$ cat src/rtl/core/contactor_close_open_sequencer_macros.svh
// Assertion macros shared by the contactor sequencer RTL.
`ifndef CONTACTOR_CLOSE_OPEN_SEQUENCER_MACROS_SVH
`define CONTACTOR_CLOSE_OPEN_SEQUENCER_MACROS_SVH

// Same-cycle implication, disabled while reset is asserted.
`define CCOS_ASSERT_IMP(lbl, clk, rstn, ante, cons) \
    lbl: assert property (@(posedge clk) disable iff (!rstn) (ante) |-> (cons)) \
        else $error("ccos assertion failed");

// Next-cycle implication, disabled while reset is asserted.
`define CCOS_ASSERT_NXT(lbl, clk, rstn, ante, cons) \
    lbl: assert property (@(posedge clk) disable iff (!rstn) (ante) |=> (cons)) \
        else $error("ccos assertion failed");

`endif

$ cat src/rtl/core/ccos_pkg.sv
// Types and constants for the contactor close/open sequencer.
`default_nettype none

package ccos_pkg;

    localparam int ADC_BITS       = 12;
    localparam int TIMER_BITS     = 16;
    localparam int ATTEMPT_BITS   = 8;
    localparam int CFG_DATA_BITS  = (TIMER_BITS > ADC_BITS) ? TIMER_BITS : ADC_BITS;
    localparam int CFG_INDEX_BITS = 3;

    // operation codes; code 3 behaves as a tick
    localparam logic [1:0] OP_TICK  = 2'd0;
    localparam logic [1:0] OP_CLOSE = 2'd1;
    localparam logic [1:0] OP_OPEN  = 2'd2;

    // reported switch state
    localparam logic [1:0] ST_OPEN    = 2'd0;
    localparam logic [1:0] ST_CLOSING = 2'd1;
    localparam logic [1:0] ST_CLOSED  = 2'd2;

    // configuration register indexes
    localparam logic [CFG_INDEX_BITS-1:0] CFG_IS_CONTACTOR = 3'd0;
    localparam logic [CFG_INDEX_BITS-1:0] CFG_SETTLE       = 3'd1;
    localparam logic [CFG_INDEX_BITS-1:0] CFG_RETRY_WAIT   = 3'd2;
    localparam logic [CFG_INDEX_BITS-1:0] CFG_MAX_ATTEMPTS = 3'd3;
    localparam logic [CFG_INDEX_BITS-1:0] CFG_THRESHOLD    = 3'd4;

    typedef enum logic [1:0] {
        PH_IDLE,
        PH_CLOSE_SETTLE,
        PH_CLOSE_RETRY,
        PH_OPEN_SETTLE
    } phase_t;

    typedef struct packed {
        logic [1:0]          operation;
        logic                sense_level;
        logic [ADC_BITS-1:0] adc_level;
    } req_word_t;

    typedef struct packed {
        logic       drive;
        logic [1:0] contact_state;
        logic       busy_res;
        logic       done_res;
        logic       success;
        logic       switch_error;
        logic       bps_error;
    } rsp_word_t;

    typedef struct packed {
        logic                    is_contactor;
        logic [TIMER_BITS-1:0]   settle_ticks;
        logic [TIMER_BITS-1:0]   retry_wait_ticks;
        logic [ATTEMPT_BITS-1:0] max_attempts;
        logic [ADC_BITS-1:0]     precharge_threshold;
    } cfg_t;

    typedef struct packed {
        phase_t                  phase;
        logic [TIMER_BITS-1:0]   wait_count;
        logic [ATTEMPT_BITS-1:0] attempt_count;
        logic                    drive_level;
        logic [1:0]              state_code;
        logic                    close_error;
        logic                    open_error;
    } ctl_state_t;

    localparam cfg_t CFG_RESET = '{
        is_contactor:        1'b1,
        settle_ticks:        TIMER_BITS'(100),
        retry_wait_ticks:    TIMER_BITS'(100),
        max_attempts:        ATTEMPT_BITS'(3),
        precharge_threshold: ADC_BITS'(2048)
    };

    localparam ctl_state_t STATE_RESET = '{
        phase:         PH_IDLE,
        wait_count:    '0,
        attempt_count: '0,
        drive_level:   1'b0,
        state_code:    ST_OPEN,
        close_error:   1'b0,
        open_error:    1'b0
    };

endpackage

`default_nettype wire

$ cat src/rtl/core/contactor_close_open_sequencer.sv
// Top level of the contactor / precharge switch close-open sequencer.
`default_nettype none

// Contactor / precharge close-open sequencer. Each request word is a timer
// tick or a close/open request carrying the sense pin and an ADC sample; each
// word yields exactly one response word with the coil drive, switch state,
// busy/done/success, the sticky switch error flag and the BPS error flag.
// Words move through an input register and a result register with one pass
// of state update logic between them, so one word is taken every clock while
// the output is not stalled; a response is presented from the result register
// and is accepted when the output is not stalled. The rate is set by that
// single-pass state update, which must finish before the next word sees the
// state. A stalled result does not block the input register from filling.
// Configuration writes are always ready and should be issued only while no
// request is in flight; registers: 0 contactor select, 1 settle ticks, 2 retry
// wait ticks, 3 attempt limit, 4 precharge ADC threshold. Writes to other
// indexes are dropped.

`include "contactor_close_open_sequencer_macros.svh"

module contactor_close_open_sequencer (
    input  wire                                   clk,
    input  wire                                   rst_n,
    // request channel
    input  wire                                   req_valid,
    output logic                                  req_stall,
    input  wire ccos_pkg::req_word_t              req_word,
    // response channel
    output logic                                  rsp_valid,
    input  wire                                   rsp_stall,
    output ccos_pkg::rsp_word_t                   rsp_word,
    // configuration write channel
    input  wire                                   cfg_valid,
    output logic                                  cfg_ready,
    input  wire [ccos_pkg::CFG_INDEX_BITS-1:0]    cfg_index,
    input  wire [ccos_pkg::CFG_DATA_BITS-1:0]     cfg_data
);

    ccos_pkg::cfg_t       cfg_reg;
    ccos_pkg::ctl_state_t state_reg;
    ccos_pkg::ctl_state_t state_next;
    ccos_pkg::req_word_t  in_word_reg;
    logic                 in_valid_reg;
    ccos_pkg::rsp_word_t  out_word_reg;
    ccos_pkg::rsp_word_t  out_word_next;
    logic                 out_valid_reg;
    logic                 advance;
    logic                 req_take;

    // the input word moves on when the result register is empty or draining
    assign advance   = in_valid_reg && (!out_valid_reg || !rsp_stall);
    assign req_stall = in_valid_reg && !advance;
    assign req_take  = req_valid && !req_stall;
    assign cfg_ready = 1'b1;
    assign rsp_valid = out_valid_reg;
    assign rsp_word  = out_word_reg;

    // configuration registers
    always_ff @(posedge clk or negedge rst_n)
    begin
        if (!rst_n)
            cfg_reg <= ccos_pkg::CFG_RESET;
        else if (cfg_valid && cfg_ready)
        begin
            unique case (cfg_index)
                ccos_pkg::CFG_IS_CONTACTOR: cfg_reg.is_contactor <= cfg_data[0];
                ccos_pkg::CFG_SETTLE:
                    cfg_reg.settle_ticks <= cfg_data[ccos_pkg::TIMER_BITS-1:0];
                ccos_pkg::CFG_RETRY_WAIT:
                    cfg_reg.retry_wait_ticks <= cfg_data[ccos_pkg::TIMER_BITS-1:0];
                ccos_pkg::CFG_MAX_ATTEMPTS:
                    cfg_reg.max_attempts <= cfg_data[ccos_pkg::ATTEMPT_BITS-1:0];
                ccos_pkg::CFG_THRESHOLD:
                    cfg_reg.precharge_threshold <= cfg_data[ccos_pkg::ADC_BITS-1:0];
                default: ;
            endcase
        end
    end

    // input register
    always_ff @(posedge clk or negedge rst_n)
    begin
        if (!rst_n)
            in_valid_reg <= 1'b0;
        else if (req_take)
            in_valid_reg <= 1'b1;
        else if (advance)
            in_valid_reg <= 1'b0;
    end

    always_ff @(posedge clk)
    begin
        if (req_take)
            in_word_reg <= req_word;
    end

    ccos_step u_step (
        .cfg (cfg_reg),
        .cur (state_reg),
        .req (in_word_reg),
        .nxt (state_next),
        .rsp (out_word_next)
    );

    // sequencer state commits when its word enters the result register
    always_ff @(posedge clk or negedge rst_n)
    begin
        if (!rst_n)
            state_reg <= ccos_pkg::STATE_RESET;
        else if (advance)
            state_reg <= state_next;
    end

    // result register
    always_ff @(posedge clk or negedge rst_n)
    begin
        if (!rst_n)
            out_valid_reg <= 1'b0;
        else if (advance)
            out_valid_reg <= 1'b1;
        else if (!rsp_stall)
            out_valid_reg <= 1'b0;
    end

    always_ff @(posedge clk)
    begin
        if (advance)
            out_word_reg <= out_word_next;
    end

    // checks
    `CCOS_ASSERT_NXT(a_switch_err_sticky, clk, rst_n, state_reg.close_error, state_reg.close_error)
    `CCOS_ASSERT_IMP(a_success_needs_done, clk, rst_n,
        rsp_valid && rsp_word.success, rsp_word.done_res && !rsp_word.busy_res)
    `CCOS_ASSERT_IMP(a_closed_ok_drives, clk, rst_n,
        rsp_valid && rsp_word.success && rsp_word.contact_state == ccos_pkg::ST_CLOSED,
        rsp_word.drive)
    `CCOS_ASSERT_IMP(a_fail_drops_drive, clk, rst_n,
        rsp_valid && rsp_word.done_res && !rsp_word.success,
        !rsp_word.drive && rsp_word.switch_error)
    `CCOS_ASSERT_IMP(a_stall_when_full, clk, rst_n, req_stall,
        in_valid_reg && out_valid_reg && rsp_stall)

endmodule

`default_nettype wire

$ cat src/rtl/core/ccos_step.sv
// Single-pass state update of the sequencer for one input word.
`default_nettype none

module ccos_step (
    input  wire ccos_pkg::cfg_t       cfg,
    input  wire ccos_pkg::ctl_state_t cur,
    input  wire ccos_pkg::req_word_t  req,
    output ccos_pkg::ctl_state_t      nxt,
    output ccos_pkg::rsp_word_t       rsp
);

    logic                              fin_done;
    logic                              fin_ok;
    logic                              chk_ok;
    logic                              settle_wait;
    logic [ccos_pkg::TIMER_BITS-1:0]   wait_dec;

    assign chk_ok = cfg.is_contactor ? req.sense_level
                                     : (req.adc_level >= cfg.precharge_threshold);
    // contactor close with a nonzero settle time waits before its sense check
    assign settle_wait = cfg.is_contactor && (cfg.settle_ticks != '0);
    assign wait_dec = (cur.wait_count != '0) ? cur.wait_count - 1'b1 : cur.wait_count;

    // next state
    always_comb
    begin
        logic                              run_entry;
        logic                              run_check;
        logic                              run_open_chk;
        logic [ccos_pkg::ATTEMPT_BITS-1:0] entry_att;
        logic [ccos_pkg::ATTEMPT_BITS-1:0] chk_att;
        logic [ccos_pkg::ATTEMPT_BITS-1:0] chk_att_inc;

        nxt          = cur;
        fin_done     = 1'b0;
        fin_ok       = 1'b0;
        run_entry    = 1'b0;
        run_check    = 1'b0;
        run_open_chk = 1'b0;
        entry_att    = cur.attempt_count;
        chk_att      = cur.attempt_count;

        case (req.operation)
            ccos_pkg::OP_CLOSE:
            begin
                nxt.attempt_count = '0;
                entry_att         = '0;
                run_entry         = 1'b1;
            end
            ccos_pkg::OP_OPEN:
            begin
                nxt.attempt_count = '0;
                nxt.drive_level   = 1'b0;
                nxt.wait_count    = cfg.settle_ticks;
                nxt.phase         = ccos_pkg::PH_OPEN_SETTLE;
                run_open_chk      = (cfg.settle_ticks == '0);
            end
            default:
            begin
                if (cur.phase != ccos_pkg::PH_IDLE)
                begin
                    nxt.wait_count = wait_dec;
                    if (wait_dec == '0)
                    begin
                        unique case (cur.phase)
                            ccos_pkg::PH_CLOSE_SETTLE: run_check    = 1'b1;
                            ccos_pkg::PH_CLOSE_RETRY:  run_entry    = 1'b1;
                            ccos_pkg::PH_OPEN_SETTLE:  run_open_chk = 1'b1;
                            default:                   ;
                        endcase
                    end
                end
            end
        endcase

        // start of a close attempt
        if (run_entry)
        begin
            if (entry_att >= cfg.max_attempts)
            begin
                nxt.close_error = 1'b1;
                nxt.drive_level = 1'b0;
                nxt.state_code  = ccos_pkg::ST_OPEN;
                nxt.phase       = ccos_pkg::PH_IDLE;
                nxt.wait_count  = '0;
                fin_done        = 1'b1;
            end
            else
            begin
                nxt.drive_level = 1'b1;
                if (settle_wait)
                begin
                    nxt.wait_count = cfg.settle_ticks;
                    nxt.phase      = ccos_pkg::PH_CLOSE_SETTLE;
                end
                else
                begin
                    run_check = 1'b1;
                    chk_att   = entry_att;
                end
            end
        end

        // closure check; with no retry wait and no settle wait the repeated
        // checks within one word all see the same sample, so they collapse
        chk_att_inc = (chk_att == '1) ? chk_att : chk_att + 1'b1;
        if (run_check)
        begin
            if (chk_ok)
            begin
                nxt.state_code = ccos_pkg::ST_CLOSED;
                nxt.phase      = ccos_pkg::PH_IDLE;
                nxt.wait_count = '0;
                fin_done       = 1'b1;
                fin_ok         = 1'b1;
            end
            else
            begin
                nxt.state_code    = ccos_pkg::ST_CLOSING;
                nxt.attempt_count = chk_att_inc;
                nxt.wait_count    = cfg.retry_wait_ticks;
                nxt.phase         = ccos_pkg::PH_CLOSE_RETRY;
                if (cfg.retry_wait_ticks == '0)
                begin
                    if (chk_att_inc < cfg.max_attempts && settle_wait)
                    begin
                        nxt.drive_level = 1'b1;
                        nxt.wait_count  = cfg.settle_ticks;
                        nxt.phase       = ccos_pkg::PH_CLOSE_SETTLE;
                    end
                    else
                    begin
                        if (chk_att_inc < cfg.max_attempts)
                            nxt.attempt_count = cfg.max_attempts;
                        nxt.close_error = 1'b1;
                        nxt.drive_level = 1'b0;
                        nxt.state_code  = ccos_pkg::ST_OPEN;
                        nxt.phase       = ccos_pkg::PH_IDLE;
                        nxt.wait_count  = '0;
                        fin_done        = 1'b1;
                    end
                end
            end
        end

        // open check
        if (run_open_chk)
        begin
            if (!cfg.is_contactor || !req.sense_level)
            begin
                nxt.state_code = ccos_pkg::ST_OPEN;
                if (cfg.is_contactor)
                    nxt.open_error = 1'b0;
                nxt.phase      = ccos_pkg::PH_IDLE;
                nxt.wait_count = '0;
                fin_done       = 1'b1;
                fin_ok         = 1'b1;
            end
            else
            begin
                nxt.open_error  = 1'b1;
                nxt.state_code  = ccos_pkg::ST_CLOSED;
                nxt.drive_level = 1'b0;
                nxt.wait_count  = cfg.settle_ticks;
                nxt.phase       = ccos_pkg::PH_OPEN_SETTLE;
            end
        end
    end

    // result word
    always_comb
    begin
        rsp.drive         = nxt.drive_level;
        rsp.contact_state = nxt.state_code;
        rsp.busy_res      = (nxt.phase != ccos_pkg::PH_IDLE);
        rsp.done_res      = fin_done;
        rsp.success       = fin_ok;
        rsp.switch_error  = nxt.close_error;
        rsp.bps_error     = nxt.open_error;
    end

endmodule

`default_nettype wire
$ cat config.mk
export PLATFORM = sky130hd
export DESIGN_NAME = contactor_close_open_sequencer
export DESIGN_NICKNAME = d
export VERILOG_FILES = /design/src/rtl/core/ccos_pkg.sv /design/src/rtl/core/contactor_close_open_sequencer.sv /design/src/rtl/core/ccos_step.sv
export VERILOG_INCLUDE_DIRS = /design/src /design/src/rtl/core
export SDC_FILE = /design/constraint.sdc
export NUM_CORES = 1
export LEC_CHECK = 0
export BUFFER_PORTS_ARGS = -buffer_cell sky130_fd_sc_hd__clkbuf_2
export CAP_MARGIN = 5
export CELL_PAD_IN_SITES_DETAIL_PLACEMENT = 1
export CELL_PAD_IN_SITES_GLOBAL_PLACEMENT = 2
export CORE_ASPECT_RATIO = 1.4
export CORE_MARGIN = 5
export CORE_UTILIZATION = 39
export DETAILED_ROUTE_END_ITERATION = 10
export GPL_ROUTABILITY_DRIVEN = 0
export PLACE_DENSITY = 0.8
export SLEW_MARGIN = 20
export SYNTH_ARGS = -nofsm -noshare
export SYNTH_HDL_FRONTEND = slang
export SYNTH_SLANG_ARGS = --single-unit
$ cat constraint.sdc
create_clock -name clk -period 9.1 [get_ports clk]
set_input_delay 1.82 -clock clk [delete_from_list [all_inputs] [get_ports clk]]
set_output_delay 1.82 -clock clk [all_outputs]
set_load 0.05 [all_outputs]
# After elaboration in Yosys (flattened, before gate mapping)
# Index checks and enable logic that the tools add are counted.
[totals]
reg_bits = 109
in_bits = 39
out_inout_bits = 11
elab_cells = 136
[op_classes]
n_addsub = 2
order_cmp = 3
eq_ne = 11
mux = 68
n_reduce_logical = 28
[ops]
columns = ["cell", "n"]
rows = [
  ["18-bit two-way mux", 6],
  ["8-bit two-way mux", 8],
  ["30-bit two-way mux", 2],
  ["16-bit zero test", 3],
  ["1-bit two-way mux", 38],
  ["16-bit two-way mux", 2],
  ["16-bit one-hot mux with 2 select lines", 1],
  ["16-bit nonzero test", 2],
  ["17-bit two-way mux", 1],
  ["16-bit by 1-bit subtractor with 16-bit output, second input constant", 1],
  ["12-bit greater-or-equal comparator", 1],
  ["2-bit AND reduction", 5],
  ["9-bit two-way mux", 1],
  ["8-bit by 1-bit adder with 8-bit output, second input constant", 1],
  ["8-bit equality test, second input constant", 1],
  ["8-bit greater-or-equal comparator", 1],
  ["8-bit less-than comparator", 1],
  ["2-bit two-way mux", 4],
  ["2-bit equality test, second input constant", 3],
  ["3-bit by 2-bit equality test with 1-bit output, second input constant", 2],
  ["1-bit zero test", 6],
  ["3-bit two-way mux", 2],
  ["2-bit nonzero test", 3],
  ["1-bit logical AND", 5],
  ["9 further kinds", 12],
]

# Depth between registers and ports, before layout
# Gate-level depths: netlist of the first run.
[logic_depth]
ltp_word = 17
mapped_depth = 30

# Cells and area by module
# Synthesis of the first run repeated with hierarchy kept, for this count alone.
[hier_totals]
hier_cells = 692
hier_area_um2 = 7135.6
[by_module_without_submodules]
columns = ["module", "n_inst", "cells_each", "area_per_inst_um2", "seq_area_each_um2"]
rows = [
  ["contactor_close_open_sequencer", 1, 214, 4085.2, 2855.2],
  ["ccos_step", 1, 478, 3050.4, 0.0],
]

# Least setup slack after synthesis of the first run
# No wires, ideal clock.
[synth_timing]
path_type = "register -> register"
startpoint = "register in_word_reg[14] (netlist name)"
endpoint = "register state_reg[26] (netlist name)"
t_arrival_ps = 6434
t_required_ps = 9013
slack_ps = 2579
path_stages_with_launch = 31
n_path_buf = 5
synth_period_minus_slack_ps = 6521
path_cell_list = "edfxtp_1 inv_1 ha_1 clkbuf_1 nor2_1 ha_1 a21o_1 a2111oi_0 o21ai_1 a211oi_1 clkbuf_1 clkbuf_1 nor3_1 ha_1 nand2_1 or3_1 clkbuf_1 nand2b_1 or3_1 xnor2_1 nor3_1 ha_1 a21o_1 a21o_1 a21o_1 or3_1 a21oi_1 o2111a_2 buf_2 o211ai_1 o211ai_1"
[synth_via]
elab_chain_len = 14
elab_cells_between_ends = 28
[synth_lines]
columns = ["item", "line_no", "text"]
rows = [
  ["start, declared", "contactor_close_open_sequencer.sv:42", "ccos_pkg::req_word_t in_word_reg;"],
  ["start signal, assigned", "contactor_close_open_sequencer.sv:94", "in_word_reg <= req_word;"],
  ["2-bit by 1-bit equality test with 1-bit output", "ccos_step.sv:43", "case (req.operation)"],
  ["8-bit two-way mux", "ccos_step.sv:43", ""],
  ["8-bit greater-or-equal comparator / 8-bit two-way mux (equally long branches)", "ccos_step.sv:79, ccos_step.sv:91", ""],
  ["8-bit two-way mux", "ccos_step.sv:79", "if (entry_att >= cfg.max_attempts)"],
  ["8-bit two-way mux", "ccos_step.sv:77", "if (run_entry)"],
  ["8-bit by 1-bit adder with 8-bit output / 8-bit equality test (equally long branches)", "ccos_step.sv:106", "chk_att_inc = (chk_att == '1) ? chk_att : chk_att + 1'b1;"],
  ["8-bit two-way mux", "ccos_step.sv:106", ""],
  ["8-bit less-than comparator", "ccos_step.sv:125", "if (chk_att_inc < cfg.max_attempts && settle_wait)"],
  ["1-bit logical AND", "ccos_step.sv:125", ""],
  ["17-bit two-way mux", "ccos_step.sv:125", ""],
  ["30-bit two-way mux", "ccos_step.sv:123", "if (cfg.retry_wait_ticks == '0)"],
  ["18-bit two-way mux", "ccos_step.sv:109", "if (chk_ok)"],
  ["30-bit two-way mux", "ccos_step.sv:107", "if (run_check)"],
  ["18-bit two-way mux (*)", "ccos_step.sv:147", "if (run_open_chk)"],
  ["end signal, assigned", "contactor_close_open_sequencer.sv:109", "state_reg <= ccos_pkg::STATE_RESET;"],
  ["end signal, assigned", "contactor_close_open_sequencer.sv:111", "state_reg <= state_next;"],
  ["end, declared", "contactor_close_open_sequencer.sv:40", "ccos_pkg::ctl_state_t state_reg;"],
]
# Mark *: on every way between the ends. The rest lies on a longest branch, timed or not.
# A chain may end at the register's enable or synchronous reset.

# Worst setup path in the final report of the first run
[layout_timing]
startpoint = "register state_reg[13] (netlist name)"
endpoint = "register state_reg[14] (netlist name)"
[layout_via]
elab_chain_len = 16
elab_cells_between_ends = 32
[layout_lines]
columns = ["item", "line_no", "text"]
rows = [
  ["16-bit by 1-bit subtractor with 16-bit output / 16-bit nonzero test (equally long branches)", "ccos_step.sv:22", "assign wait_dec = (cur.wait_count != '0) ? cur.wait_count - 1'b1 : cur.wait_count;"],
  ["16-bit two-way mux (*)", "ccos_step.sv:22", ""],
  ["16-bit zero test", "ccos_step.sv:63", "if (wait_dec == '0)"],
  ["1-bit two-way mux", "ccos_step.sv:63", ""],
  ["1-bit two-way mux", "ccos_step.sv:60", "if (cur.phase != ccos_pkg::PH_IDLE)"],
  ["1-bit one-hot mux with 2 select lines", "ccos_step.sv:43", ""],
  ["8-bit two-way mux", "ccos_step.sv:77", ""],
  ["8-bit by 1-bit adder with 8-bit output / 8-bit equality test (equally long branches)", "ccos_step.sv:106", ""],
  ["8-bit two-way mux", "ccos_step.sv:106", ""],
  ["8-bit less-than comparator", "ccos_step.sv:125", ""],
  ["1-bit logical AND", "ccos_step.sv:125", ""],
  ["17-bit two-way mux", "ccos_step.sv:125", ""],
  ["30-bit two-way mux", "ccos_step.sv:123", ""],
  ["18-bit two-way mux", "ccos_step.sv:109", ""],
  ["30-bit two-way mux", "ccos_step.sv:107", ""],
  ["18-bit two-way mux (*)", "ccos_step.sv:147", ""],
]
# Marks and branches as above.

==> results of run 1 <==
## layer usage
layer | track usage | vias to the layer above | share of wire
met4 | 0.116 | 0 | 0.042
li1 | - | 2778 | -
met1 | 0.283 | 3142 | 0.40
met5 | 0 | - | 0
met2 | 0.397 | 222 | 0.51
met3 | 0.0240 | 57 | 0.043
## through the flow
step                      hold slack, ps  cell area [um^2]
after floorplan                      420              6880
after global placement               431              7320
after detailed placement             441              7320
after CTS                            460              7640
after global routing                 490              7640
final                                462              7640
## cells in the final DEF, fill, tap and decap left out, types with 14 or more instances in the layout
cell type                   n
sky130_fd_sc_hd__mux2_2    42
sky130_fd_sc_hd__inv_1     42
sky130_fd_sc_hd__clkbuf_2  47
sky130_fd_sc_hd__nor4_1    14
sky130_fd_sc_hd__ha_1      31
sky130_fd_sc_hd__nand3_1   20
sky130_fd_sc_hd__a21oi_1   34
sky130_fd_sc_hd__dfrtp_1   76
sky130_fd_sc_hd__o211ai_1  25
sky130_fd_sc_hd__o21ai_0   32
sky130_fd_sc_hd__edfxtp_1  23
sky130_fd_sc_hd__nor3_1    16
sky130_fd_sc_hd__nand4_1   14
sky130_fd_sc_hd__nand2b_1  14
sky130_fd_sc_hd__nor2_1    43
sky130_fd_sc_hd__nand2_1   70
## layout make-up
type                    instances  area share
flip-flops and latches        109       0.374
well taps                     236      0.0387
inverters                      42      0.0206
multi-input cells             531       0.484
clock inverters                 6      0.0110
repair buffers                 57      0.0406
clock buffers                  10      0.0313
## how the worst min path moves through the flow
| stage | cells after the start | endpoint |
|---|---|---|
| floorplan | 1 | state_reg[1]$_DFFE_PN0P_ |
| global placement | 1 | state_reg[1]$_DFFE_PN0P_ |
| detailed placement | 1 | state_reg[1]$_DFFE_PN0P_ |
| CTS | 1 | state_reg[1]$_DFFE_PN0P_ |
| global route | 1 | state_reg[1]$_DFFE_PN0P_ |
| finish | 1 | state_reg[1]$_DFFE_PN0P_ |
## logic make-up (layout without fill, tap and decap cells)
family | Yosys count | after routing | share of synthesized area
buf+inv | 84 | 115 | 0.0482
compound gates | 202 | 202 | 0.209
other cells | 1 | 1 | 0.000545
xor+xnor | 7 | 7 | 0.00891
mux | 53 | 53 | 0.0847
simple gates | 237 | 237 | 0.177
fa+ha+maj | 31 | 31 | 0.0564
flops | 109 | 109 | 0.415
## power breakdown
group | switching, W | internal [W] | total (W)
combinational | 0.000347 | 0.000218 | 0.000565
sequential | 0.000144 | 0.000607 | 0.000751
clock | 0.000196 | 0.000228 | 0.000424
==> reports/summary.md, run 1 <==
The logs give 1740 ps for the worst reg-to-reg setup slack and 9350 ps for the required time reported for the critical path endpoint. The critical path buffer and inverter count is 1. The sequential share of the synthesized area is 0.415, and the number of flip-flops under the largest register name is 53. The count of flip-flops with a built-in enable after synthesis is 23, and the width of the die is 122 um.

Synthesis inferred 109 register bits. In this run the cell area of the synthesized design comes to 6880 um^2. In this run the power density over the cells is 228 nW/um^2.

During synthesis, Yosys emitted a total of 0 warnings. After filler insertion, the fill cell instance count of the layout stands at 2009. The tools report the wire length of the first global-routing pass as 36.6 mm. Among all cell types in the netlist, the one instantiated most often is sky130_fd_sc_hd__dfrtp_1. Among cell families on the critical path, the largest total delay comes from simple AND/OR/NAND/NOR gates.

The fraction of synthesis flops using an asynchronous set or reset pin works out to 0.789. TritonCTS built the clock tree. The number of iterations in the first detailed-routing pass is 7, and the signed area change from the synthesized netlist to the final layout is 11.0%. The die is 167 um tall. Summed over all cells, the static leakage comes to 3.20 nW. The antenna diode instance count was 0. The worst setup path is launched from a flop.

The final standard cell utilization of the core was 0.441. Reg-to-reg endpoint: state_reg[14]$_DFFE_PN0P_. The clock drives 109 sinks.

Sorting the synthesized cells by how often they occur yields sky130_fd_sc_hd__dfrtp_1 (76), sky130_fd_sc_hd__nand2_1 (70), sky130_fd_sc_hd__nor2_1 (43). The number of setup buffers added after CTS is 0. For this run the aggregate overflow at the end of global routing stands at 0. The run gives 0 as the count of final hold-check violations. The tools report the power after layout as 0.00174 W.

The worst setup path is captured at a flop. The number of antenna violations at the first check in global routing was 0; the DRC marker count from the first detailed-route iteration was 434. The final cell count without fillers was 991; the number of standard-cell rows in the floorplan was 57. Walking the worst path, the cells encountered are inv_1, ha_1, or4b_4, nor4_1, mux2_2, a211oi_2, and4_1, nor3_1, ha_1, nand2_1, or3_1, nand2b_1, or3_1, xnor2_1, nor3_1, ha_1, a21o_1, a21o_1, a21o_1, or3_1, a21oi_1, o2111a_2, o31ai_1, a221oi_1. The fraction of final layout cells with drive strength greater than 1 works out to 0.193.

Counting cells, the worst reg-to-reg path comes to 24. The worst stage delay on the critical path was 560 ps. The worst hold path begins at state_reg[1]$_DFFE_PN0P_. For the number of pins with negative max-slew slack in the final report, the log shows 0.

The post-synthesis cell type with the largest combined area is sky130_fd_sc_hd__dfrtp_1. By area the synthesized netlist is led by sky130_fd_sc_hd__dfrtp_1 (28%), sky130_fd_sc_hd__edfxtp_1 (10%), sky130_fd_sc_hd__mux2_2 (6.9%), sky130_fd_sc_hd__ha_1 (5.6%), sky130_fd_sc_hd__dfstp_2 (3.8%). The multi-input combinational cell area came out at 3700 um^2. The routed design could run at a clock period as short as 7360 ps. Gates resized during post-CTS repair numbered 0.

The count of input and output buffers came out at 48. The worst-path maximum fanout works out to 15. Setup repair after global routing left no endpoint under its margin. At the pin with the least slew margin, the transition time is 997 ps.

The largest individual stage delay along the critical path comes from the cell sky130_fd_sc_hd__and4_1. The tools report the achievable clock frequency as 0.136 GHz. Dividing the detail-routed via count by the number of cells gives 6.26.

The share of the synthesized area in the top cell type works out to 0.276. Synthesis produced a netlist with a net count of 794. Summed over all nets, the half-perimeter wirelength after detailed placement is 17.9 mm. The cell count after synthesis came out at 724. Across the run, the number of max-cap violations was 0. In this run the standard cell core region covers 17300 um^2. The run gives 0.397 as the initial core utilization.

The overall die area came out at 20400 um^2. Clock tree synthesis inserted a total of 9 buffers. The run gives 820 as the net count of the finished layout. The number of buffers inserted by hold repair at cts is 0.

The tightest slew margin relative to the limit was 0.336. Entering global routing, the biggest net connects 68 pins. The logic depth of the worst setup path including buffers came out at 24. Once detail routing completed, the nets flagged for antenna violations numbered 0. The synthesized area per cell was 9.50 um^2; the accumulated negative setup slack was 0 ps.

The run gives 0.230 as the combined global-route utilization of all metal layers. Before CTS, the worst setup slack after placement is 1820 ps. In this run the worst hold path is classified as flop to flop. The post-route fraction of the period consumed by the critical path is 0.809. Yosys mapped the design onto 76 distinct sky130hd cell types. Dominant synthesized flop cell: sky130_fd_sc_hd__dfrtp_1.

The I/O pin count was 50. The tools report the first element of the critical path as state_reg[13]$_DFFE_PN0P_. The run gives 6697 as the via count of the first global-routing pass.

The startpoint identified for the worst register-to-register timing path is state_reg[13]$_DFFE_PN0P_. The count of placed standard cells including taps is 975. At the later pin of the worst-skew pair, clock insertion delay measures 360 ps.

The run gives 3 as the depth of the CTS H-tree. The flow ran to the end, and the final reports show no timing, DRC or antenna violations. The average wire length per cell after detail routing works out to 23.3 um. The area occupied by registers was 2860 um^2; the number of failing setup endpoints in the final timing report was 0. In the routed design, unresolved DRC markers number 0.

The clock slew at the register clock pins of the worst setup and hold paths is 80 ps. The longest clock path from root to sink contains 2 buffers. For this block, the routed nets add up to 23.1 mm of wire. After layout, the worst setup slack is 1740 ps. The critical path is of the flop to flop type. Cell at the root of the clock tree: sky130_fd_sc_hd__clkbuf_16. The data arrival time of the worst path was 7610 ps; the clock tree skew after final layout was 15.2 ps.

The worst voltage drop across the vdd grid is 0.102 mV. The detailed router placed 6199 vias in this run. The most critical setup path has its endpoint at state_reg[14]$_DFFE_PN0P_.
No activity file was read; power rests on OpenSTA's default activity.
==> inputs of run 2 (changes only) <==
--- a/config.mk
+++ b/config.mk
@@ -6,16 +6,17 @@
 export SDC_FILE = /design/constraint.sdc
 export NUM_CORES = 1
 export LEC_CHECK = 0
+export ABC_AREA = 1
 export BUFFER_PORTS_ARGS = -buffer_cell sky130_fd_sc_hd__clkbuf_2
 export CAP_MARGIN = 5
 export CELL_PAD_IN_SITES_DETAIL_PLACEMENT = 1
 export CELL_PAD_IN_SITES_GLOBAL_PLACEMENT = 2
 export CORE_ASPECT_RATIO = 1.4
 export CORE_MARGIN = 5
-export CORE_UTILIZATION = 39
+export CORE_UTILIZATION = 33
 export DETAILED_ROUTE_END_ITERATION = 10
 export GPL_ROUTABILITY_DRIVEN = 0
-export PLACE_DENSITY = 0.8
+export PLACE_DENSITY = 0.78
 export SLEW_MARGIN = 20
 export SYNTH_ARGS = -nofsm -noshare
 export SYNTH_HDL_FRONTEND = slang
==> constraint.sdc (replaced) <==
create_clock -name clk -period 6.1 [get_ports clk]
set_input_delay 1.22 -clock clk [delete_from_list [all_inputs] [get_ports clk]]
set_output_delay 1.22 -clock clk [all_outputs]
set_load 0.05 [all_outputs]
==> reports/summary.md, run 2 <==
Startpoint of the most critical register-to-register path: state_reg[13]$_DFFE_PN0P_ (unchanged). The total length of routed wires was 24.3 mm (was 23.1 mm). The fraction of synthesis flops using an asynchronous set or reset pin came out at 0.789 (unchanged). The number of fillers in the final layout is 2838 (was 2009). The pin count of the biggest net entering global routing is 66 (was 68), and the area occupied by registers is 2860 um^2 (unchanged).

The TritonCTS sink count is 109 (unchanged), and the number of pins with negative max-slew slack in the final report is 0 (unchanged). TritonCTS built the clock tree. The run gives 0 (unchanged) as the warning count from the yosys run.

The via count of the first global-routing pass was 7229 (was 6697); the initial core utilization was 0.335 (was 0.397). Startpoint class of the critical path: a flop (unchanged). Minimum clock period after layout: 5440 ps (was 7360 ps).

The worst-path maximum fanout came out at 11 (was 15). The summed instance area of the synthesized netlist was 7540 um^2 (was 6880 um^2); the sequential share of the synthesized area was 0.379 (was 0.415). Cell with the biggest individual delay on the critical path: sky130_fd_sc_hd__dfrtp_1 (was sky130_fd_sc_hd__and4_1).

The worst hold path stage count is 2 (was 1). The commonest non-fill, non-tap cell in the layout is sky130_fd_sc_hd__nand2_1 (was sky130_fd_sc_hd__dfrtp_1). The post-synth net total was 1075 (was 794); the number of iterations in the first detailed-routing pass was 5 (was 7). The average wire length per cell after detail routing came out at 18.1 um (was 23.3 um).

The tools report the synthesized instance count as 1005 (was 724). The count of flip-flops with a built-in enable after synthesis is 23 (unchanged). The run gives 4.01 nW (was 3.20 nW) as the leakage power of the design.

The width of the die works out to 138 um (was 122 um). The most common cell in the netlist is sky130_fd_sc_hd__nand2_1 (was sky130_fd_sc_hd__dfrtp_1). For the depth of the CTS H-tree, the log shows 3 (unchanged).

The data arrival time of the worst path is 5570 ps (was 7610 ps), and the power per cell area is 381 nW/um^2 (was 228 nW/um^2). The tools report the number of max-capacitance violations reported as 0 (unchanged). The category of the critical setup timing path is flop to flop (unchanged).

The tools report the number of nets still failing antenna checks after routing as 0 (unchanged). Source-to-sink clock delay at the later pin of the worst-skew pair: 380 ps (was 360 ps). The tools report the launch point of the worst hold path as cfg_reg[15]$_DFFE_PN0P_ (was state_reg[1]$_DFFE_PN0P_). The I/O pin count was 50 (unchanged); the worst stage delay on the critical path was 420 ps (was 560 ps). The clock slew at the register clock pins of the worst setup and hold paths came out at 90 ps (was 80 ps). The tools report the half-perimeter wire length after detailed placement as 19.2 mm (was 17.9 mm). The required time reported for the critical path endpoint came out at 6230 ps (was 9350 ps).

The tools report the part of the total power dissipated in combinational logic as 0.463 (was 0.325). The post-route fraction of the period consumed by the critical path was 0.891 (was 0.809); the proportion of total power due to net switching was 0.460 (was 0.395). The tools report the sequential share of power as 0.345 (was 0.431).

The tools report the end point of the most critical hold path as cfg_reg[15]$_DFFE_PN0P_ (was state_reg[1]$_DFFE_PN0P_). Cell at the root of the clock tree: sky130_fd_sc_hd__clkbuf_16 (unchanged). For the worst reg-to-reg setup slack, the log shows 660 ps (was 1740 ps). The TritonCTS buffer count came out at 9 (unchanged). The synthesized area per cell came out at 7.50 um^2 (was 9.50 um^2). The post-CTS resize count is 0 (unchanged).

The number of flip-flops and latches in the synthesized netlist was 109 (unchanged); the count of input and output buffers was 48 (unchanged). The share of the synthesized area in the top cell type is 0.252 (was 0.276). Main area contributors after synthesis: sky130_fd_sc_hd__dfrtp_1 (25%), sky130_fd_sc_hd__nand2_1 (11%), sky130_fd_sc_hd__edfxtp_1 (9.2%), sky130_fd_sc_hd__inv_1 (7.0%), sky130_fd_sc_hd__o21ai_0 (6.3%) (was sky130_fd_sc_hd__dfrtp_1 (28%), sky130_fd_sc_hd__edfxtp_1 (10%), sky130_fd_sc_hd__mux2_2 (6.9%), sky130_fd_sc_hd__ha_1 (5.6%), sky130_fd_sc_hd__dfstp_2 (3.8%)). The total net switching power was 0.00147 W (was 0.000686 W); the achievable clock frequency was 0.184 GHz (was 0.136 GHz). The aggregate global routing overflow was 0 (unchanged).

The count of placed standard cells including taps came out at 1328 (was 975). For the clock tree skew after final layout, the log shows 12.6 ps (was 15.2 ps). The number of flip-flops under the largest register name was 53 (unchanged). Most numerous cell types in the synthesized netlist: sky130_fd_sc_hd__nand2_1 (224), sky130_fd_sc_hd__inv_1 (141), sky130_fd_sc_hd__o21ai_0 (95) (was sky130_fd_sc_hd__dfrtp_1 (76), sky130_fd_sc_hd__nand2_1 (70), sky130_fd_sc_hd__nor2_1 (43)).

For the number of failing setup endpoints in the final timing report, the log shows 0 (unchanged). The run gives 6906 (was 6199) as the detailed-route via count. The number of antenna violations at the first check in global routing was 0 (unchanged).

The final cell count without fillers was 1344 (was 991); the DRC marker count from the first detailed-route iteration was 330 (was 434). The signed area change from the synthesized netlist to the final layout is 11.3% (was 11.0%), and the fraction of final layout cells with drive strength greater than 1 is 0.149 (was 0.193). Post-synthesis cell type with the largest combined area: sky130_fd_sc_hd__dfrtp_1 (unchanged). The cell-internal power was 0.00172 W (was 0.00105 W). The length in cells of the worst reg-to-reg path is 34 (was 24). The run gives 0 (unchanged) as the number of buffers added for setup after CTS. The y dimension of the die was 189 um (was 167 um); the number of standard-cell rows in the floorplan was 65 (was 57).

The multi-input combinational cell area came out at 3940 um^2 (was 3700 um^2). Detail-routed via count per cell: 5.14 (was 6.26). Accumulated negative setup slack: 0 ps (unchanged). The buffer levels on the longest clock path was 2 (unchanged).

The worst hold path class is flop to flop (unchanged). The critical path endpoint category was a flop (unchanged). The transition time of the tightest slew-check pin is 944 ps (was 997 ps). The tools report the net count of the finished layout as 1108 (was 820). For the wire length of the first global-routing pass, the log shows 39.4 mm (was 36.6 mm). The hold slack was 492 ps (was 462 ps). Setup repair after global routing left no endpoint under its margin. The logs give 0.192 (was 0.244) for the part of the total power dissipated in the clock network and 59 (was 76) for the number of distinct library cells after synthesis.

The logs give 0 (unchanged) for the antenna diode instance count and 26000 um^2 (was 20400 um^2) for the overall die area. The core footprint was 22500 um^2 (was 17300 um^2). The dominant synthesized flop cell was sky130_fd_sc_hd__dfrtp_1 (unchanged). The logs give 0.369 (was 0.336) for the tightest slew margin relative to the limit and 0 (unchanged) for the number of buffers inserted by hold repair at cts. The run gives 0.140 mV (was 0.102 mV) as the worst voltage drop across the vdd grid.

Reg-to-reg endpoint: rsp_word[1]$_DFFE_PP_ (was state_reg[14]$_DFFE_PN0P_). The combined global-route utilization of all metal layers is 0.195 (was 0.230). Leading cell types in the layout, fill and taps excluded: sky130_fd_sc_hd__nand2_1 (224), sky130_fd_sc_hd__inv_1 (141), sky130_fd_sc_hd__o21ai_0 (95) (was sky130_fd_sc_hd__dfrtp_1 (76), sky130_fd_sc_hd__nand2_1 (70), sky130_fd_sc_hd__clkbuf_2 (47)).

The cell with the most instances on the worst path was sky130_fd_sc_hd__nand2_1. Count of final hold-check violations: 0 (unchanged). The run finished with clean final reports. Number of remaining DRC errors: 0 (unchanged).
==> run 2: critical path: cells and delay by family, from the launching register on <==
family	cells	cell delay [ps]
flip-flops	1	420
XOR/XNOR	1	210
AO/OA/AOI/OAI	4	1140
buffers and inverters	5	370
adder cells (fa/ha/maj)	3	740
AND/OR/NAND/NOR	21	2280
==> run 2: per-layer routing <==
metal	up-vias	track usage	part of all wire
li1	3424	-	-
met1	3339	0.240	0.43
met2	101	0.341	0.51
met3	42	0.0248	0.023
met4	0	0.0768	0.033
met5	-	0	0
==> run 2: kinds of logic after synthesis <==
kind of cell,Yosys count,share of synthesized area
adder cells (fa/ha/maj),31,0.0515
other,1,0.000498
AND/OR/NAND/NOR,426,0.264
XOR/XNOR,8,0.00930
AO/OA/AOI/OAI,241,0.197
flip-flops,109,0.379
buffers and inverters,189,0.0986
==> run 2: cell type report <==
cell class / instances / area share
Inverter: 150 / 0.0674
Tap cell: 301 / 0.0449
Clock buffer: 9 / 0.0268
Clock inverter: 7 / 0.00970
Sequential cell: 109 / 0.340
Timing Repair Buffer: 61 / 0.0406
Multi-Input combinational cell: 707 / 0.470
==> run 2: power groups by stage <==
stage	clock [W]	sequential (W)	combinational [W]
floorplan	0	0.00108	0.00107
CTS	0.000643	0.00111	0.00149
finish	0.000614	0.00110	0.00148
detailed placement	0	0.00112	0.00148
global route	0.000671	0.00113	0.00168
global placement	0	0.00111	0.00146
==> run 2: stage by stage <==
stage / cell area [um^2] / total power [W] / setup slack, ps / utilization
6_report: 8390 / 0.00320 / 664 / 0.372
5_1_grt: 8390 / 0.00348 / 41.2 / 0.372
4_1_cts: 8380 / 0.00324 / 656 / 0.372
3_5_place_dp: 8080 / 0.00261 / 693 / 0.359
3_3_place_gp: 8080 / 0.00258 / 869 / 0.359
2_1_floorplan: 7540 / 0.00215 / 1330 / -
==> run 2: worst max-delay path by stage <==
stage,endpoint,start,slack [ps]
floorplan,rsp_word[1]$_DFFE_PP_,in_word_reg[14]$_DFFE_PP_,1330
global placement,rsp_word[1]$_DFFE_PP_,state_reg[14]$_DFFE_PN0P_,870
detailed placement,rsp_word[1]$_DFFE_PP_,state_reg[13]$_DFFE_PN0P_,690
CTS,rsp_word[1]$_DFFE_PP_,state_reg[13]$_DFFE_PN0P_,660
global route,rsp_word[1]$_DFFE_PP_,state_reg[14]$_DFFE_PN0P_,40
finish,rsp_word[1]$_DFFE_PP_,state_reg[13]$_DFFE_PN0P_,660
==> inputs of run 3 (changes only) <==
--- a/config.mk
+++ b/config.mk
@@ -16,6 +16,7 @@
 export CORE_UTILIZATION = 33
 export DETAILED_ROUTE_END_ITERATION = 10
 export GPL_ROUTABILITY_DRIVEN = 0
+export GPL_TIMING_DRIVEN = 0
 export PLACE_DENSITY = 0.78
 export SLEW_MARGIN = 20
 export SYNTH_ARGS = -nofsm -noshare
==> reports/summary.md, run 3 (same netlist as run 2, synthesis figures left out) <==
The depth of the CTS H-tree came out at 3 (unchanged). The fraction of final layout cells with drive strength greater than 1 is 0.144 (was 0.149). The run gives 0.241 (was 0.240) as the global-route track usage on met1. Minimum clock period after layout: 5630 ps (was 5440 ps). The count of input and output buffers works out to 48 (unchanged). The run gives 46 (was 66) as the pin count of the biggest net entering global routing. The post-route fraction of the period consumed by the critical path was 0.923 (was 0.891); the total length of routed wires was 25.4 mm (was 24.3 mm). The run gives 1355 (was 1328) as the count of placed standard cells including taps.

The count of final hold-check violations was 0 (unchanged); the signed area change from the synthesized netlist to the final layout was 13.2% (was 11.3%). Commonest non-fill, non-tap cell in the layout: sky130_fd_sc_hd__nand2_1 (unchanged). The logs give 0 (unchanged) for the number of antenna violations at the first check in global routing and 1374 (was 1344) for the final cell count without fillers.

The number of nets still failing antenna checks after routing came out at 0 (unchanged). The tools report the number of failing setup endpoints in the final timing report as 0 (unchanged). The logs give 0 (unchanged) for the number of remaining DRC errors and 370 ps (was 380 ps) for the source-to-sink clock delay at the later pin of the worst-skew pair. Worst-path maximum fanout: 10 (was 11). Cell with the most instances on the worst path: sky130_fd_sc_hd__nor2_1 (was sky130_fd_sc_hd__nand2_1).

The startpoint class of the critical path was a flop (unchanged). The detail-routed via count per cell works out to 5.05 (was 5.14). The power after layout was 0.00323 W (was 0.00320 W); the detailed-route via count was 6945 (was 6906). The y dimension of the die is 189 um (unchanged), and the worst voltage drop across the vdd grid is 0.169 mV (was 0.140 mV). Combined global-route utilization of all metal layers: 0.204 (was 0.195). The tools report the number of iterations in the first detailed-routing pass as 4 (was 5). The cell at the root of the clock tree was sky130_fd_sc_hd__clkbuf_16 (unchanged). The routing layer with the top usage in global route is met2 (unchanged). TritonCTS sink count: 109 (unchanged). The power per cell area was 378 nW/um^2 (was 381 nW/um^2); the net count of the finished layout was 1138 (was 1108). The logs give 22500 um^2 (unchanged) for the core footprint and 0.335 (unchanged) for the initial core utilization. The buffer levels on the longest clock path came out at 2 (unchanged).

The half-perimeter wire length after detailed placement is 20.5 mm (was 19.2 mm), and the width of the die is 138 um (unchanged). The tools report the number of pins with negative max-slew slack in the final report as 0 (unchanged). TritonCTS built the clock tree. The I/O pin count came out at 50 (unchanged). The category of the critical setup timing path is flop to flop (unchanged).

The achievable clock frequency is 0.178 GHz (was 0.184 GHz), and the aggregate global routing overflow is 0 (unchanged). Leading cell types in the layout, fill and taps excluded: sky130_fd_sc_hd__nand2_1 (224), sky130_fd_sc_hd__inv_1 (141), sky130_fd_sc_hd__o21ai_0 (95) (unchanged). The number of standard-cell rows in the floorplan was 65 (unchanged); the met3 usage was 0.0211 (was 0.0248). The run gives 40.8 mm (was 39.4 mm) as the wire length of the first global-routing pass.

The TritonCTS buffer count was 9 (unchanged); the worst stage delay on the critical path was 480 ps (was 420 ps). The accumulated negative setup slack came out at 0 ps (unchanged). The tools report the antenna diode instance count as 0 (unchanged). Cell with the biggest individual delay on the critical path: sky130_fd_sc_hd__clkbuf_1 (was sky130_fd_sc_hd__dfrtp_1). The data arrival time of the worst path was 5930 ps (was 5570 ps).

The transition time of the tightest slew-check pin is 1100 ps (was 944 ps), and the required time reported for the critical path endpoint is 6400 ps (was 6230 ps). The flow ran to the end, and the final reports show no timing, DRC or antenna violations. For the global-route track usage on met2, the log shows 0.373 (was 0.341). The overall die area is 26000 um^2 (unchanged).

The tools report the via count of the first global-routing pass as 7399 (was 7229). The tightest slew margin relative to the limit is 0.265 (was 0.369), and the leakage power of the design is 4.06 nW (was 4.01 nW). Number of flip-flops under the largest register name: 53 (unchanged). The clock tree skew after final layout was 11.0 ps (was 12.6 ps); the clock slew at the register clock pins of the worst setup and hold paths was 80 ps (was 90 ps). The number of fillers in the final layout is 2846 (was 2838), and the number of max-capacitance violations reported is 0 (unchanged). Average wire length per cell after detail routing: 18.5 um (was 18.1 um). The worst hold path class was flop to flop (unchanged). For the DRC marker count from the first detailed-route iteration, the log shows 292 (was 330). Critical path endpoint category: a flop (unchanged).
## run 3: final timing paths
kind                                           start                        end  slack [ps]  cells past startpoint
min in group asynchronous                      rst_n     cfg_reg[0]$_DFFE_PN0P_         780                      1
hold / removal                cfg_reg[5]$_DFFE_PN0P_     cfg_reg[5]$_DFFE_PN0P_         490                      2
setup / recovery           in_word_reg[14]$_DFFE_PP_  state_reg[22]$_DFFE_PN0P_         470                     30
hold reg to reg               cfg_reg[5]$_DFFE_PN0P_     cfg_reg[5]$_DFFE_PN0P_         490                      2
setup reg to reg           in_word_reg[14]$_DFFE_PP_  state_reg[22]$_DFFE_PN0P_         470                     30
max in group asynchronous                      rst_n    cfg_reg[12]$_DFFE_PN1P_        4690                      2
## run 3: worst max-delay path: cells and delay by family, from the launching register on
kind	cells	cell delay [ps]
AO/OA/AOI/OAI	6	960
XOR/XNOR	1	210
flip-flops	1	430
AND/OR/NAND/NOR	14	1800
adder cells (fa/ha/maj)	4	1090
buffers and inverters	5	1060
## run 3: metrics by stage
step                      instance area, um^2  utilization  setup slack [ps]  hold slack, ps
after CTS                                8500        0.377              58.1             495
after detailed placement                 8190        0.364              81.2             475
after floorplan                          7540            -              1330             453
final                                    8530        0.379               470             491
after global placement                   8150        0.362               131             469
after global routing                     8530        0.379             -19.2             513
## run 3: report_power, final
group / switching (W) / internal, W
Clock: 0.000306 / 0.000313
Sequential: 0.000170 / 0.000927
Combinational: 0.000988 / 0.000523
## run 3: per-layer routing
layer | wire length, um | share of wire
met1 | 10700 | 0.42
met2 | 13500 | 0.53
met3 | 382 | 0.015
met4 | 838 | 0.033
met5 | 0 | 0
## run 3: final cells by class
class                           count  area (um^2)  area share
Clock inverter                      5         52.6     0.00616
Timing Repair Buffer               52          299      0.0351
Inverter                          150          566      0.0663
Clock buffer                       11          254      0.0298
Tap cell                          301          377      0.0442
Buffer                             39          178      0.0208
Sequential cell                   109         2860       0.335
Multi-Input combinational cell    707         3950       0.463
## run 3: repair_timing
item | 4_1_cts | 5_1_grt
setup endpoints to repair | 0 | 33
hold buffers | 0 | 0
resized for setup | 0 | 2
buffers inserted | 0 | 3
